## config.mk

```make
export PLATFORM = sky130hd
export DESIGN_NAME = alarm_ring_snooze_controller_core
export DESIGN_NICKNAME = d
export VERILOG_FILES = /design/src/design/alrs_pkg.sv /design/src/design/alrs_snooze_time.sv /design/src/design/alrs_ctrl.sv /design/src/design/alarm_ring_snooze_controller_core.sv
export SDC_FILE = /design/constraint.sdc
export NUM_CORES = 1
export LEC_CHECK = 0
export ABC_CLOCK_PERIOD_IN_PS = 5680
export BUFFER_PORTS_ARGS = -buffer_cell sky130_fd_sc_hd__buf_2
export CORE_ASPECT_RATIO = 1.2
export CORE_MARGIN = 1.5
export CORE_UTILIZATION = 35
export CTS_CLUSTER_SIZE = 8
export DETAILED_ROUTE_END_ITERATION = 12
export REMOVE_ABC_BUFFERS = 1
export SYNTH_ARGS = -nofsm -noshare
export SYNTH_HDL_FRONTEND = slang
export SYNTH_SLANG_ARGS = --single-unit
```

## constraint.sdc

```tcl
create_clock -name clk -period 5.68 [get_ports clk]
set_input_delay 0.568 -clock clk [delete_from_list [all_inputs] [get_ports clk]]
set_output_delay 0.568 -clock clk [all_outputs]
set_load 0.02 [all_outputs]
```

## src/design/alrs_pkg.sv

```systemverilog
// shared types, register indexes and constants of the alarm ring and snooze controller
package alrs_pkg;

  localparam int unsigned RING_COUNT_WIDTH_DEF = 16;

  localparam int unsigned HOUR_W   = 5;
  localparam int unsigned MINUTE_W = 6;
  localparam int unsigned SECOND_W = 6;
  localparam int unsigned SNOOZE_W = 5;
  localparam int unsigned TICKS_W  = 16;
  localparam int unsigned PERIOD_W = 10;
  localparam int unsigned RINGS_W  = 2;
  localparam int unsigned CFG_IDX_W  = 3;
  localparam int unsigned CFG_DATA_W = 16;

  localparam logic [MINUTE_W-1:0] MINUTE_LAST = 6'd59;
  localparam logic [HOUR_W-1:0]   HOUR_LAST_24 = 5'd23;
  localparam logic [HOUR_W-1:0]   HOUR_LAST_12 = 5'd12;
  localparam logic [HOUR_W-1:0]   HOUR_FIRST_12 = 5'd1;
  localparam logic [MINUTE_W:0]   MINUTES_PER_HOUR = 7'd60;
  localparam logic [RINGS_W-1:0]  LAST_SNOOZE_RING = 2'd2;
  localparam logic [RINGS_W-1:0]  FIRST_RING_DONE  = 2'd1;

  localparam logic [HOUR_W-1:0]   ALARM_HOUR_RST   = 5'd0;
  localparam logic [MINUTE_W-1:0] ALARM_MINUTE_RST = 6'd0;
  localparam logic                HOUR_MODE_RST    = 1'b1;
  localparam logic [SNOOZE_W-1:0] SNOOZE_RST       = 5'd5;
  localparam logic [TICKS_W-1:0]  RING_TICKS_RST   = 16'd60000;
  localparam logic [PERIOD_W-1:0] LED_PERIOD_RST   = 10'd300;

  typedef enum logic [CFG_IDX_W-1:0] {
    REG_ALARM_HOUR   = 3'd0,
    REG_ALARM_MINUTE = 3'd1,
    REG_HOUR_MODE_24 = 3'd2,
    REG_SNOOZE_MIN   = 3'd3,
    REG_RING_TICKS   = 3'd4,
    REG_LED_PERIOD   = 3'd5
  } cfg_reg_t;

  typedef struct packed {
    logic [HOUR_W-1:0]   alarm_hour;
    logic [MINUTE_W-1:0] alarm_minute;
    logic                hour_mode_24;
    logic [SNOOZE_W-1:0] snooze_minutes;
    logic [TICKS_W-1:0]  ring_ticks;
    logic [PERIOD_W-1:0] led_period;
  } cfg_t;

  typedef struct packed {
    logic                kind;
    logic                button_short;
    logic                time_update;
    logic [HOUR_W-1:0]   now_hour;
    logic [MINUTE_W-1:0] now_minute;
    logic [SECOND_W-1:0] now_second;
  } item_t;

  typedef struct packed {
    logic               buzzer_on;
    logic               led_phase;
    logic               alarm_flag;
    logic               finished;
    logic [RINGS_W-1:0] ring_index;
  } res_t;

endpackage

```

## src/design/alrs_snooze_time.sv

```systemverilog
// alarm time plus a minute offset, with hour wrap in 12- or 24-hour mode
module alrs_snooze_time
  import alrs_pkg::*;
(
  input  logic [HOUR_W-1:0]   alarm_hour,
  input  logic [MINUTE_W-1:0] alarm_minute,
  input  logic                hour_mode_24,
  input  logic [MINUTE_W-1:0] offset,
  output logic [HOUR_W-1:0]   snooze_hour,
  output logic [MINUTE_W-1:0] snooze_minute
);

  logic [MINUTE_W:0] sum;
  logic [MINUTE_W:0] wrapped;
  logic              carry;

  always_comb begin
    sum     = {1'b0, alarm_minute} + {1'b0, offset};
    carry   = (sum > {1'b0, MINUTE_LAST});
    wrapped = carry ? (sum - MINUTES_PER_HOUR) : sum;
    snooze_minute = wrapped[MINUTE_W-1:0];
    if (!carry) begin
      snooze_hour = alarm_hour;
    end else if (hour_mode_24) begin
      snooze_hour = (alarm_hour == HOUR_LAST_24) ? '0 : alarm_hour + 1'b1;
    end else begin
      snooze_hour = (alarm_hour == HOUR_LAST_12) ? HOUR_FIRST_12 : alarm_hour + 1'b1;
    end
  end

endmodule

```

## src/design/alrs_ctrl.sv

```systemverilog
// alarm state registers and the per-word ring, snooze and led update
module alrs_ctrl
  import alrs_pkg::*;
#(
  parameter int unsigned RING_COUNT_WIDTH = RING_COUNT_WIDTH_DEF
) (
  input  logic  clk,
  input  logic  rst_n,
  input  logic  step_en,
  input  item_t item,
  input  cfg_t  cfg,
  output res_t  res
);

  localparam int unsigned CMP_W = (RING_COUNT_WIDTH > TICKS_W) ? RING_COUNT_WIDTH : TICKS_W;
  localparam logic [RING_COUNT_WIDTH-1:0] RING_MAX = '1;

  logic                        running_r, running_nxt;
  logic                        waiting_r, waiting_nxt;
  logic [RINGS_W-1:0]          rings_r, rings_nxt;
  logic [RING_COUNT_WIDTH-1:0] ring_cnt_r, ring_cnt_nxt;
  logic [PERIOD_W-1:0]         led_cnt_r, led_cnt_nxt;
  logic                        led_r, led_nxt;
  logic                        sound_r, sound_nxt;
  logic                        flag_r, flag_nxt;
  logic [HOUR_W-1:0]           snz1_hour_r, snz1_hour_nxt, snz2_hour_r, snz2_hour_nxt;
  logic [MINUTE_W-1:0]         snz1_min_r, snz1_min_nxt, snz2_min_r, snz2_min_nxt;

  logic [HOUR_W-1:0]   calc1_hour, calc2_hour;
  logic [MINUTE_W-1:0] calc1_min, calc2_min;
  logic [PERIOD_W-1:0] period;
  logic [PERIOD_W:0]   led_inc;
  logic [RING_COUNT_WIDTH-1:0] ring_inc;
  logic                hit;
  logic                fin;
  logic                start;

  alrs_snooze_time u_snz1 (
    .alarm_hour    (cfg.alarm_hour),
    .alarm_minute  (cfg.alarm_minute),
    .hour_mode_24  (cfg.hour_mode_24),
    .offset        ({1'b0, cfg.snooze_minutes}),
    .snooze_hour   (calc1_hour),
    .snooze_minute (calc1_min)
  );

  alrs_snooze_time u_snz2 (
    .alarm_hour    (cfg.alarm_hour),
    .alarm_minute  (cfg.alarm_minute),
    .hour_mode_24  (cfg.hour_mode_24),
    .offset        ({cfg.snooze_minutes, 1'b0}),
    .snooze_hour   (calc2_hour),
    .snooze_minute (calc2_min)
  );

  always_comb begin
    start = item.kind;
    // start re-initializes everything but the led phase
    running_nxt   = start ? 1'b1 : running_r;
    waiting_nxt   = start ? 1'b0 : waiting_r;
    rings_nxt     = start ? '0 : rings_r;
    ring_cnt_nxt  = start ? '0 : ring_cnt_r;
    led_cnt_nxt   = start ? '0 : led_cnt_r;
    sound_nxt     = start ? 1'b1 : sound_r;
    flag_nxt      = start ? 1'b1 : flag_r;
    snz1_hour_nxt = start ? calc1_hour : snz1_hour_r;
    snz1_min_nxt  = start ? calc1_min : snz1_min_r;
    snz2_hour_nxt = start ? calc2_hour : snz2_hour_r;
    snz2_min_nxt  = start ? calc2_min : snz2_min_r;
    led_nxt       = led_r;
    fin           = 1'b0;
    hit           = 1'b0;

    // zero period behaves as one
    period   = (cfg.led_period == '0) ? PERIOD_W'(1) : cfg.led_period;
    led_inc  = {1'b0, led_cnt_nxt} + 1'b1;
    ring_inc = (ring_cnt_nxt < RING_MAX) ? ring_cnt_nxt + 1'b1 : ring_cnt_nxt;

    if (running_nxt) begin
      if (led_cnt_nxt == '0 || led_cnt_nxt >= period) begin
        led_nxt = ~led_r;
      end
      led_cnt_nxt = (led_inc >= {1'b0, period}) ? '0 : led_inc[PERIOD_W-1:0];

      if (!waiting_nxt) begin
        ring_cnt_nxt = ring_inc;
        if (CMP_W'(ring_inc) >= CMP_W'(cfg.ring_ticks) || item.button_short) begin
          ring_cnt_nxt = '0;
          sound_nxt    = 1'b0;
          if (rings_nxt < LAST_SNOOZE_RING) begin
            waiting_nxt = 1'b1;
          end else begin
            flag_nxt    = 1'b0;
            running_nxt = 1'b0;
            fin         = 1'b1;
          end
          rings_nxt = rings_nxt + 1'b1;
        end
      end else begin
        if (item.time_update && item.now_second == '0) begin
          if (rings_nxt == FIRST_RING_DONE) begin
            hit = (snz1_hour_nxt == item.now_hour) && (snz1_min_nxt == item.now_minute);
          end else if (rings_nxt == LAST_SNOOZE_RING) begin
            hit = (snz2_hour_nxt == item.now_hour) && (snz2_min_nxt == item.now_minute);
          end
        end
        if (hit) begin
          flag_nxt     = 1'b1;
          waiting_nxt  = 1'b0;
          sound_nxt    = 1'b1;
          ring_cnt_nxt = '0;
        end
        // a press while waiting ends the alarm, even on a snooze match
        if (item.button_short) begin
          flag_nxt    = 1'b0;
          sound_nxt   = 1'b0;
          running_nxt = 1'b0;
          fin         = 1'b1;
        end
      end
    end else begin
      sound_nxt = 1'b0;
    end

    res.buzzer_on  = sound_nxt;
    res.led_phase  = led_nxt;
    res.alarm_flag = flag_nxt;
    res.finished   = fin;
    res.ring_index = rings_nxt;
  end

  always_ff @(posedge clk) begin
    if (!rst_n) begin
      running_r   <= 1'b0;
      waiting_r   <= 1'b0;
      rings_r     <= '0;
      ring_cnt_r  <= '0;
      led_cnt_r   <= '0;
      led_r       <= 1'b0;
      sound_r     <= 1'b0;
      flag_r      <= 1'b0;
      snz1_hour_r <= '0;
      snz1_min_r  <= '0;
      snz2_hour_r <= '0;
      snz2_min_r  <= '0;
    end else if (step_en) begin
      running_r   <= running_nxt;
      waiting_r   <= waiting_nxt;
      rings_r     <= rings_nxt;
      ring_cnt_r  <= ring_cnt_nxt;
      led_cnt_r   <= led_cnt_nxt;
      led_r       <= led_nxt;
      sound_r     <= sound_nxt;
      flag_r      <= flag_nxt;
      snz1_hour_r <= snz1_hour_nxt;
      snz1_min_r  <= snz1_min_nxt;
      snz2_hour_r <= snz2_hour_nxt;
      snz2_min_r  <= snz2_min_nxt;
    end
  end

endmodule

```

## src/design/alarm_ring_snooze_controller_core.sv

```systemverilog
// top level of the alarm ring and snooze controller: ports, config registers, word stages
//
//   channel | direction | handshake           | payload
//   in_     | input     | in_valid / in_stall | kind, button_short, time_update, now_h/m/s
//   out_    | output    | out_valid/out_stall | buzzer_on, led_phase, alarm_flag, finished,
//           |           |                     | ring_index
//   cfg_    | input     | cfg_we              | cfg_index, cfg_wdata
//
// one word per cycle sustained while out_stall is low; a taken word sits in the input
// register, then the state update and result register load share a cycle, and the
// result register drives the output
// synchronous active-low reset clears the alarm state, both stage valids and the configuration registers
// out_stall holds the result register; the input register still refills when the result
// register frees up in the same cycle, so in_stall rises only while both stages are full
module alarm_ring_snooze_controller_core
  import alrs_pkg::*;
#(
  parameter int unsigned RING_COUNT_WIDTH = RING_COUNT_WIDTH_DEF
) (
  input  logic                  clk,
  input  logic                  rst_n,

  input  logic                  in_valid,
  output logic                  in_stall,
  input  logic                  in_kind,
  input  logic                  in_button_short,
  input  logic                  in_time_update,
  input  logic [HOUR_W-1:0]     in_now_hour,
  input  logic [MINUTE_W-1:0]   in_now_minute,
  input  logic [SECOND_W-1:0]   in_now_second,

  output logic                  out_valid,
  input  logic                  out_stall,
  output logic                  out_buzzer_on,
  output logic                  out_led_phase,
  output logic                  out_alarm_flag,
  output logic                  out_finished,
  output logic [RINGS_W-1:0]    out_ring_index,

  input  logic                  cfg_we,
  input  logic [CFG_IDX_W-1:0]  cfg_index,
  input  logic [CFG_DATA_W-1:0] cfg_wdata
);

  cfg_t  cfg_r;
  item_t item_r;
  logic  item_valid_r;
  res_t  res_r;
  logic  res_valid_r;
  res_t  res;
  logic  step_en;
  logic  in_take;

  // the held word steps the state when the result register is free or draining
  assign step_en  = item_valid_r && (!res_valid_r || !out_stall);
  assign in_stall = item_valid_r && !step_en;
  assign in_take  = in_valid && !in_stall;

  // configuration registers, to be written only while idle; the block itself does not enforce this
  always_ff @(posedge clk) begin
    if (!rst_n) begin
      cfg_r.alarm_hour     <= ALARM_HOUR_RST;
      cfg_r.alarm_minute   <= ALARM_MINUTE_RST;
      cfg_r.hour_mode_24   <= HOUR_MODE_RST;
      cfg_r.snooze_minutes <= SNOOZE_RST;
      cfg_r.ring_ticks     <= RING_TICKS_RST;
      cfg_r.led_period     <= LED_PERIOD_RST;
    end else if (cfg_we) begin
      unique case (cfg_index)
        REG_ALARM_HOUR:   cfg_r.alarm_hour     <= cfg_wdata[HOUR_W-1:0];
        REG_ALARM_MINUTE: cfg_r.alarm_minute   <= cfg_wdata[MINUTE_W-1:0];
        REG_HOUR_MODE_24: cfg_r.hour_mode_24   <= cfg_wdata[0];
        REG_SNOOZE_MIN:   cfg_r.snooze_minutes <= cfg_wdata[SNOOZE_W-1:0];
        REG_RING_TICKS:   cfg_r.ring_ticks     <= cfg_wdata[TICKS_W-1:0];
        REG_LED_PERIOD:   cfg_r.led_period     <= cfg_wdata[PERIOD_W-1:0];
        default: ;  // writes past the last register are dropped
      endcase
    end
  end

  // input register
  always_ff @(posedge clk) begin
    if (!rst_n) begin
      item_valid_r <= 1'b0;
    end else if (in_take) begin
      item_valid_r <= 1'b1;
    end else if (step_en) begin
      item_valid_r <= 1'b0;
    end
  end

  always_ff @(posedge clk) begin
    if (in_take) begin
      item_r.kind         <= in_kind;
      item_r.button_short <= in_button_short;
      item_r.time_update  <= in_time_update;
      item_r.now_hour     <= in_now_hour;
      item_r.now_minute   <= in_now_minute;
      item_r.now_second   <= in_now_second;
    end
  end

  alrs_ctrl #(
    .RING_COUNT_WIDTH (RING_COUNT_WIDTH)
  ) u_ctrl (
    .clk     (clk),
    .rst_n   (rst_n),
    .step_en (step_en),
    .item    (item_r),
    .cfg     (cfg_r),
    .res     (res)
  );

  // result register
  always_ff @(posedge clk) begin
    if (!rst_n) begin
      res_valid_r <= 1'b0;
    end else if (step_en) begin
      res_valid_r <= 1'b1;
    end else if (!out_stall) begin
      res_valid_r <= 1'b0;
    end
  end

  always_ff @(posedge clk) begin
    if (step_en) begin
      res_r <= res;
    end
  end

  assign out_valid      = res_valid_r;
  assign out_buzzer_on  = res_r.buzzer_on;
  assign out_led_phase  = res_r.led_phase;
  assign out_alarm_flag = res_r.alarm_flag;
  assign out_finished   = res_r.finished;
  assign out_ring_index = res_r.ring_index;

endmodule
```

==> run_results.csv, run 1 <==
group,metric,value,unit
yosys,seq_area_frac_synth,33.7,%
timing,worst_slew_pin_slew,1.00,ns
critical_path,critPathCaptureType,"flip-flop",
die,initial_core_util,35.7,%
pwr,pwr_density_cell,254,nW/um^2
timing,hold_viol,0,
die,core_region_area,23100,um^2
clock_network,insertion_delay,0.42,ns
yosys,async_flop_share,0,%
worst_hold_path,hp-class,"in2reg",
placement,gp_congestion,0.880,
yosys,yosysTopAreaCell,"dfxtp_1",
yosys,yosysWarnings,0,
die,die_height,171,um
finish,fin_util,40.8,%
yosys,synthTopCellsByArea,"dfxtp_1 (24%), edfxtp_1 (9.5%), ha_1 (8.6%)",
timing,fin_skew,0.00622,ns
critical_path,cp-start-kind,"flip-flop",
die,die_x,143,um
timing,min_period_over_period,90.0,%
pwr,ir_drop,0.000192,V
yosys,synth_top_area_share,24.3,%
finish,most-common-layout-cells,"nand2_1 (119), dfxtp_1 (100), nor2_1 (84)",
critical_path,crit_fanout,8,
clock_network,root_buffer,"clkbuf_16",
timing,rsz0062_at_grt,"false",
yosys,synthCells,987,
clock_network,cts_tree,"built",
drt,drt_iter0_drc,464,
die,rows,61,
pwr,finalPower,0.00240,W
finish,final_nets,1124,
drt,routed_wl,22.3,mm
clock_network,htree_levels,4,
global_route,grt_max_degree,65,
die,dieArea,24500,um^2
finish,n_fill_cell,2354,
critical_path,max_stage_delay,0.81,ns
critical_path,crit_family,"simple AND/OR/NAND/NOR gates",
global_route,grt_antenna_before_repair,0,
drt,drc,0,
die,ioPinCount,52,
finish,synthToLayoutAreaGrowth,14.4,%
drt,routedWlPerCell,16.5,um
finish,layout_commonest_cell,"nand2_1",
global_route,grt_use_total,18.9,%
global_route,grt_pass1_wl,36.1,mm
finish,seqCellArea,2780,um^2
timing,max_clock_freq,0.196,GHz
clock_network,clk_pin_slew,0.06,ns
global_route,globalRouteOverflowTotal,0,
placement,dp.cells,1317,
pwr,p_leak,3.81,nW
critical_path,path_class,"reg2reg",
run_status,outcome,"completed",
timing,slew_violations,0,
global_route,grt_pass1_vias,6985,
timing,finalCriticalPeriod,5.11,ns
yosys,synth-seq-cells,126,
timing,slew_headroom,32.7,%
placement,dp_hpwl,16.3,mm
yosys,ys.flop_type,"dfxtp_1",
critical_path,crit_required,6.04,ns
clock_network,clock-sinks,126,
drt,vias_per_cell,5.38,
yosys,synth-edff-count,26,
critical_path,critPathBufInv,1,
clock_network,numCtsBuffers,17,
clock_network,post_cts_buffers,0,
critical_path,critPathSlowestCell,"nor4_1",
finish,multi_input_area,5030,um^2
yosys,avgSynthCellArea,8.36,um^2
finish,diodes,0,
yosys,ys_types,84,
drt,ant_nets,0,
yosys,syn_area,8250,um^2
drt,num_vias,7263,
critical_path,cp.arrival,5.48,ns
critical_path,path_cells,"nor2b_1, ha_1, nand2_1, nor4b_1, and3_1, nand3_1, nor2b_1, and3_1, nand3_1, xor2_1, nor2_1, ha_1, a21o_1, a211o_1, a41oi_1, a21oi_1, and2_1, nor4_1, buf_4, a22o_1",
clock_network,cts_resized,0,
timing,setup_viol,0,
placement,portBuffers,51,
finish,drive_gt1_share,11.8,%
drt,firstDrtPassIters,5,
finish,final_cells,1349,
clock_network,clockBufferDepth,2,
clock_network,ctsHoldBuffers,0,
run,cap_viol_max_count,0,
cells in the mapped netlist (4+ instances only):
| cell | count |
|---|---|
| and3_1 | 15 |
| o21ai_0 | 35 |
| a211o_1 | 4 |
| o211ai_1 | 24 |
| inv_1 | 58 |
| nor2b_1 | 19 |
| nand3_1 | 32 |
| xnor2_1 | 28 |
| a21oi_1 | 62 |
| mux2i_1 | 24 |
| and4_1 | 4 |
| nand4_1 | 8 |
| buf_1 | 5 |
| o22ai_1 | 4 |
| nor2_1 | 84 |
| o31ai_1 | 6 |
| nand2_1 | 119 |
| a311oi_1 | 5 |
| o31a_1 | 5 |
| nand2b_1 | 10 |
| dfxtp_1 | 100 |
| nor4_1 | 9 |
| o21a_1 | 11 |
| a31oi_1 | 6 |
| a22oi_1 | 5 |
| and2_1 | 7 |
| edfxtp_1 | 26 |
| a22o_1 | 9 |
| nor3_1 | 27 |
| a211oi_1 | 13 |
| or3_1 | 7 |
| xor2_1 | 17 |
| clkbuf_1 | 38 |
| o221ai_1 | 5 |
| ha_1 | 57 |
| mux2_2 | 5 |
| a21o_1 | 14 |
| buf_2 | 4 |
area by class of cell:
cell class	count	area share, %
multi-input combinational	750	53.3
sequential	126	29.5
clock buffer	17	4.51
tap	315	4.17
timing repair buffer	65	3.82
inverter	61	2.43
clock inverter	15	2.31
report_power, final:
| group | total (W) | internal, W | switching (W) |
|---|---|---|---|
| Combinational | 0.000227 | 0.0000843 | 0.000143 |
| Clock | 0.00121 | 0.000777 | 0.000429 |
| Sequential | 0.000969 | 0.000944 | 0.0000246 |
| Total | 0.00240 | 0.00181 | 0.000597 |
worst paths after layout:
kind | slack (ns) | cells past startpoint | start | to
worst min register to register | 0.45 | 2 | u_ctrl.snz2_min_r[2] | u_ctrl.snz2_min_r[2]
worst min-delay path | 0.32 | 1 | in_now_second[0] | item_r[0]
worst max register to register | 0.57 | 20 | item_r[19] | u_ctrl.ring_cnt_r[1]
worst max-delay path | 0.57 | 20 | item_r[19] | u_ctrl.ring_cnt_r[1]
metal layers:
metal  vias up  wire length, um  global-route usage [%]
met5         -                0                       0
met4         0              577                    6.63
met3        46              867                    3.62
met2       172            11100                    33.6
met1      3399             9780                    22.5
li1       3646                -                       -
flip-flops by register name (all words and copies together), names as in the netlist, 5 cells and up:
register / flops
cfg_r: 43
u_ctrl.snz2_hour_r: 5
u_ctrl.snz1_min_r: 6
u_ctrl.ring_cnt_r: 16
u_ctrl.led_cnt_r: 10
item_r: 20
u_ctrl.snz2_min_r: 6
u_ctrl.snz1_hour_r: 5
worst reg2reg max path, delay by kind of cell (launching register included):
family                   cells  cell delay, ns
AO/OA/AOI/OAI                5            0.90
XOR/XNOR                     1            0.16
adder cells (fa/ha/maj)      2            0.39
buffers and inverters        1            0.29
flip-flops                   1            0.42
AND/OR/NAND/NOR             11            2.88
kinds of logic (layout without fill, tap and decap cells):
kind of cell,Yosys count,in the layout,synth area share [%]
AO/OA/AOI/OAI,254,254,21.6
XOR/XNOR,47,47,5.25
buffers and inverters,111,158,5.34
multiplexers,29,29,3.59
adder cells (fa/ha/maj),59,59,9.13
flip-flops,126,126,33.7
AND/OR/NAND/NOR,361,361,21.3
per-stage QoR:
stage	instance area [um^2]	setup WS (ns)	hold WS (ns)	setup TNS, ns
after detailed placement	8800	0.620	0.445	0
after CTS	9440	0.585	0.308	0
after global placement	8800	0.759	0.441	0
final	9440	0.566	0.316	0
after floorplan	8040	-0.301	0.432	-1.49
after global routing	9440	0.0835	0.303	0
No activity file was read; power rests on OpenSTA's default activity.
==> run 2, diff against run 1 <==
--- a/config.mk
+++ b/config.mk
@@ -9,7 +9,7 @@
 export BUFFER_PORTS_ARGS = -buffer_cell sky130_fd_sc_hd__buf_2
 export CORE_ASPECT_RATIO = 1.2
 export CORE_MARGIN = 1.5
-export CORE_UTILIZATION = 35
+export CORE_UTILIZATION = 41
 export CTS_CLUSTER_SIZE = 8
 export DETAILED_ROUTE_END_ITERATION = 12
 export REMOVE_ABC_BUFFERS = 1
==> run_results.csv, run 2 (synthesized netlist as in run 1, its figures left out) <==
group,metric,value,unit
drt,vias_per_cell,5.56,
placement,dp.cells,1261,
timing,slew_violations,0,
pwr,pwr-share-comb,9.7,%
clock_network,numCtsBuffers,17,
placement,gp_congestion,0.866,
die,die_height,158,um
finish,final_nets,1122,
clock_network,cts_resized,0,
pwr,p_seq_share,41.6,%
finish,multi_input_area,5030,um^2
timing,finalSetupTns,0,ns
finish,most-common-layout-cells,"nand2_1 (119), dfxtp_1 (100), nor2_1 (84)",
drt,num_vias,7194,
finish,fin_util,47.6,%
pwr,pwr_density_cell,250,nW/um^2
finish,drive_gt1_share,11.6,%
drt,drc,0,
global_route,grt_pass1_vias,6840,
timing,rsz0062_at_grt,"false",
clock_network,clk_pin_slew,0.06,ns
timing,max_clock_freq,0.210,GHz
clock_network,insertion_delay,0.43,ns
die,initial_core_util,42.1,%
critical_path,path_class,"reg2reg",
global_route,grt_antenna_before_repair,0,
die,core_region_area,19600,um^2
drt,ant_nets,0,
finish,n_fill_cell,1921,
finish,layout_commonest_cell,"nand2_1",
clock_network,post_cts_buffers,0,
critical_path,crit_fanout,8,
die,dieArea,21000,um^2
finish,largest_register_ffs,43,
timing,fin_skew,0.00728,ns
drt,routed_wl,22.1,mm
finish,top_regs,"cfg_r x43, item_r x20, u_ctrl.ring_cnt_r x16",
clock_network,root_buffer,"clkbuf_16",
worst_hold_path,hp-class,"in2reg",
critical_path,critPathCaptureType,"flip-flop",
global_route,grt_pass1_wl,35.4,mm
run,cap_viol_max_count,0,
timing,worst_slew_pin_slew,1.08,ns
pwr,clockPowerShare,48.7,%
placement,portBuffers,51,
pwr,switching_power,0.000581,W
finish,synthToLayoutAreaGrowth,13.1,%
clock_network,cts_tree,"built",
timing,slew_headroom,27.5,%
timing,min_period_over_period,83.9,%
drt,drt_iter0_drc,448,
timing,setup_viol,0,
critical_path,crit_required,6.05,ns
clock_network,ctsHoldBuffers,0,
run_status,outcome,"completed",
finish,final_cells,1293,
global_route,globalRouteOverflowTotal,0,
finish,regMostFlops,"cfg_r",
clock_network,clock-sinks,126,
clock_network,htree_levels,4,
pwr,p_leak,3.79,nW
drt,routedWlPerCell,17.1,um
pwr,switching_share,25.0,%
die,rows,56,
finish,seqCellArea,2780,um^2
placement,dp_hpwl,16.0,mm
global_route,grt_use_total,21.5,%
pwr,ir_drop,0.000211,V
die,die_x,133,um
pwr,p_int,0.00175,W
timing,hold_viol,0,
global_route,grt_max_degree,65,
timing,finalCriticalPeriod,4.77,ns
critical_path,cp.arrival,5.13,ns
clock_network,clockBufferDepth,2,
die,ioPinCount,52,
critical_path,cp-start-kind,"flip-flop",
finish,diodes,0,
drt,firstDrtPassIters,8,
run 2: changes by cell type in the layout (fill, tap and decap cells not counted), sizes merged:
cell,previous run,this run
buf,65,63
clkinv,8,7
inv,61,59
bufinv,5,2
clkbuf,17,23
run 2: power by group through the flow:
stage	combinational, W	sequential, W	clock [W]
global placement	0.000223	0.000987	0
CTS	0.000227	0.000968	0.00115
finish	0.000227	0.000969	0.00113
floorplan	0.000137	0.000989	0
global route	0.000251	0.000972	0.00119
detailed placement	0.000226	0.000987	0
run 2: layout make-up:
cell class / instances / area share [%]
multi-input cells: 750 / 53.9
clock inverters: 9 / 1.11
repair buffers: 63 / 3.70
well taps: 261 / 3.50
inverters: 61 / 2.45
flip-flops and latches: 126 / 29.8
clock buffers: 23 / 5.47
run 2: layer usage:
layer	global-route usage, %	wire length [um]	vias up
met2	38.9	11000	154
met4	9.42	766	0
met3	4.20	627	50
met5	0	0	-
li1	-	-	3626
met1	24.9	9730	3364
run 2: per-stage QoR:
step / total power [W] / worst slack, ns / hold slack (ns) / cell area [um^2]
after floorplan: 0.00113 / -0.301 / 0.432 / 8040
after global placement: 0.00121 / 1.07 / 0.442 / 8720
after detailed placement: 0.00121 / 0.986 / 0.448 / 8720
after CTS: 0.00235 / 0.967 / 0.300 / 9330
after global routing: 0.00241 / 0.492 / 0.297 / 9330
final: 0.00233 / 0.912 / 0.313 / 9330
run 2: final timing paths:
path / start / endpoint / slack, ns / cells past startpoint
worst max-delay path: item_r[19] / u_ctrl.ring_cnt_r[15] / 0.91 / 21
worst min-delay path: in_now_minute[4] / item_r[10] / 0.31 / 1
worst max register to register: item_r[19] / u_ctrl.ring_cnt_r[15] / 0.91 / 21
worst min register to register: u_ctrl.snz2_min_r[0] / u_ctrl.snz2_min_r[0] / 0.45 / 2
run 2: critical path, stage by stage, from the launching register on:
cell	delay, ns
edfxtp_1	0.41
nor2b_1	0.21
ha_1	0.22
nand2_1	0.08
nor4b_1	0.26
buf_4	0.18
and3_1	0.25
nand3_1	0.28
nor2b_1	0.24
and3_1	0.21
nand3_1	0.10
xor2_1	0.15
nor2_1	0.08
ha_1	0.20
a21o_1	0.17
a211o_1	0.31
a41oi_1	0.17
a21oi_1	0.11
nand2_1	0.25
nand4_1	0.30
nor4_1	0.28
o221a_2	0.24
